## src/hw/rtl/bda_ram.sv

```systemverilog
// Generic single-write, single-read RAM with registered read data.
module bda_ram #(
    parameter int WIDTH = 16,
    parameter int DEPTH = 128
) (
    input  logic                     clk,
    input  logic                     we,
    input  logic [$clog2(DEPTH)-1:0] waddr,
    input  logic [WIDTH-1:0]         wdata,
    input  logic [$clog2(DEPTH)-1:0] raddr,
    output logic [WIDTH-1:0]         rdata
);
    logic [WIDTH-1:0] mem [DEPTH];

    always_ff @(posedge clk)
    begin
        if (we)
        begin
            mem[waddr] <= wdata;
        end
        rdata <= mem[raddr];
    end
endmodule

```

## config.mk

```make
export PLATFORM = sky130hd
export DESIGN_NAME = bda_ram
export DESIGN_NICKNAME = d
export VERILOG_FILES = /design/src/hw/rtl/bda_ram.sv
export SDC_FILE = /design/constraint.sdc
export NUM_CORES = 2
export LEC_CHECK = 0
export BUFFER_PORTS_ARGS = -buffer_cell sky130_fd_sc_hd__buf_4
export CAP_MARGIN = 5
export CORE_MARGIN = 2
export CORE_UTILIZATION = 55
export DETAILED_ROUTE_END_ITERATION = 16
export MAX_ROUTING_LAYER = met4
export PLACE_DENSITY = 0.76
export SLEW_MARGIN = 20
export SYNTH_ARGS = -nofsm -noshare
export SYNTH_HDL_FRONTEND = slang
export SYNTH_SLANG_ARGS = --single-unit
```

## constraint.sdc

```tcl
create_clock -name clk -period 4.1 [get_ports clk]
set_input_delay 1.025 -clock clk [delete_from_list [all_inputs] [get_ports clk]]
set_output_delay 1.025 -clock clk [all_outputs]
set_load 0.02 [all_outputs]
```

==> metrics.csv <==
metric,value,unit
via count,37259,
met2 Track Usage GR,0.4459,
final antenna-violating net count,0,
Worst Setup Start Kind,input pin,
Die X,381.8,um
post-synthesis cell type count,17,
first-pass GRT wire length,286000,um
Compound-Gate Fraction of Synth Area,0,
Core ar.,141600,um2
Fin Hold WS,718.9,ps
max-slew violations,0,
Final Setup Violations,0,
Post-synth top flop,edfxtp_1,
routability cong.,0.8622,
top-area cell type share of the netlist area,0.7832,
Max clock buf depth,3,
average instance area after synthesis,25.44,um2
Cell Pwr Density,483.5,nW/um2
Total Neg Setup Slack,0,ps
most frequent cell after synthesis,edfxtp_1,
initial antenna violation count,22,
"Cell Area, Synth",78520,um2
Finished Cell Area,89260,um2
RSZ-0062 raised after global routing,no,
Synth Net Count,3118,
CTS tree,done,
"CTS clk-pin slew, worst paths",60,ps
post-cts gate resize count,0,
hpwl dp,113600,um
clock skew,57.38,ps
leakage,27.75,nW
MaxCap Viol Count,0,
"Seq/Total Area, Yosys",0.7873,
most crowded layer after global routing,met2,
vias in the first global route,37604,
Synth Instances,3086,
via/cell ratio,6.785,
peak supply drop,0.0005461,V
r2r setup slk,1490,ps
port bufs,47,
Layout area overhead,13.67,%
Worst slew margin,0.2438,
layout cells sized above 1,0.3532,
CTS root buf,clkbuf_16,
latest clock arrival within the worst-skew pair,850,ps
H-tree levels,4,
Die ar.,145800,um2
adder-cell share of the synthesized area,0,
Max Clk Rate,0.3119,GHz
Final Hold Viols,0,
Clock Sinks,2064,
synth warn,0,
async set or reset register ratio after synthesis,0,
Synth area leaders,"edfxtp_1 78%, mux4_2 19%, nor2_1 0.58%",
gr usage total,0.2918,
Synth Area in XOR/XNOR,0,
Area after DPL,83050,um2
I/O pins,48,
Place WS,82.50,ps
cell taking the most area after synthesis,edfxtp_1,
hold crit path type,in -> reg,
num rows,138,
"EDFF count, synth",2048,
Setup crit end kind,flop,
nets@finish,3444,
DR iter-0 viols,6228,
Starting Density,0.5546,
fin crit share,0.7820,
Post-Synth Simple-Gate Area,0.008875,
Post-CTS Setup Bufs,0,
Die Y,381.8,um
Slew @ Worst Pin,1134,ps
Final WS setup,893.8,ps
Post-route DRC,0,
largest family of logic cells by synthesized area,multiplexers,
Post-synth top cells,"2048 x edfxtp_1, 672 x mux4_2, 122 x nor2_1",
status,"finished, final reports clean",
min Tclk post-route,3206,ps
"Arr. time, crit path",3950,ps
CP Data Required Time,4840,ps
Crit Path Category,in -> reg,
DRT Pass-1 Iters,5,
#FFs+latches synth,2064,
multiplexer area fraction after synthesis,0.1950,
Overflow after GRT,0,
routing usage on met3,0.08779,
Num CTS Buffers,191,
crit path max fanout,29,
largest net degree at the start of global routing,111,
"Core Util, Final",0.6304,
met1 Resource Use GR,0.3838,
hold_buf cts,0,
FILL cells,8735,
DR WL/cell,37.03,um
DRT Wirelength,203400,um
## where the power goes
group	total [mW]	internal (mW)	switching [mW]
clock	17.4	9.67	7.77
combinational	2.31	0.947	1.36
sequential	23.4	23.3	0.109
## cell type report
cell class	instances	area (um2)	share of cell area
antenna	25	62.56	0.0007009
timing repair buffer	297	2821	0.03161
sequential	2064	61820	0.6926
multi-input combinational	858	16060	0.1799
clock inverter	116	1082	0.01213
clock buffer	241	5050	0.05658
tap	1890	2365	0.02649
## kinds of logic after synthesis
kind of cell / count (synthesis)
AND/OR/NAND/NOR: 170
buffers and inverters: 164
flip-flops: 2064
multiplexers: 688
## worst max-delay path, cell delays in order
cell and delay, ps:
buf_8 210, buf_12 270, buf_12 280, mux4_2 540
mux4_2 680, mux4_2 570, mux2_2 280
## registers in the layout, summed over array words and instances (netlist names)
signal  cells
mem      2048
rdata      16
## final timing paths
path                    start           end  cells past startpoint
setup / recovery     raddr[0]      rdata[3]                      7
setup reg to reg    mem[5][1]      rdata[1]                      4
hold reg to reg   mem[107][5]      rdata[5]                      4
hold / removal      wdata[15]  mem[115][15]                      1
## per-layer routing
layer	wire (um)	share of wire
met5	0	0
met4	6277	0.031
met2	99220	0.49
met3	28460	0.14
met1	69390	0.34
## per-stage QoR
| step | cells | power (mW) |
|---|---|---|
| floorplan | 3086 | 24.95 |
| finish | 5491 | 43.15 |
| global placement | 5109 | 26.03 |
| CTS | 5466 | 43.28 |
| detailed placement | 5109 | 26.11 |
| global route | 5486 | 44.12 |
## cell usage in the layout (no fill, tap or decap), types with 7 or more instances in the layout
cell / n
nand2_1: 14
diode_2: 25
dfxtp_1: 16
bufinv_16: 14
mux2_2: 16
clkbuf_1: 44
nand3_1: 12
nor2b_1: 7
clkbuf_16: 193
nor2_1: 122
buf_12: 44
buf_4: 245
clkinv_1: 44
mux4_2: 672
edfxtp_1: 2048
clkinv_2: 38
nor3_2: 9
No activity file was read; power rests on OpenSTA's default activity.
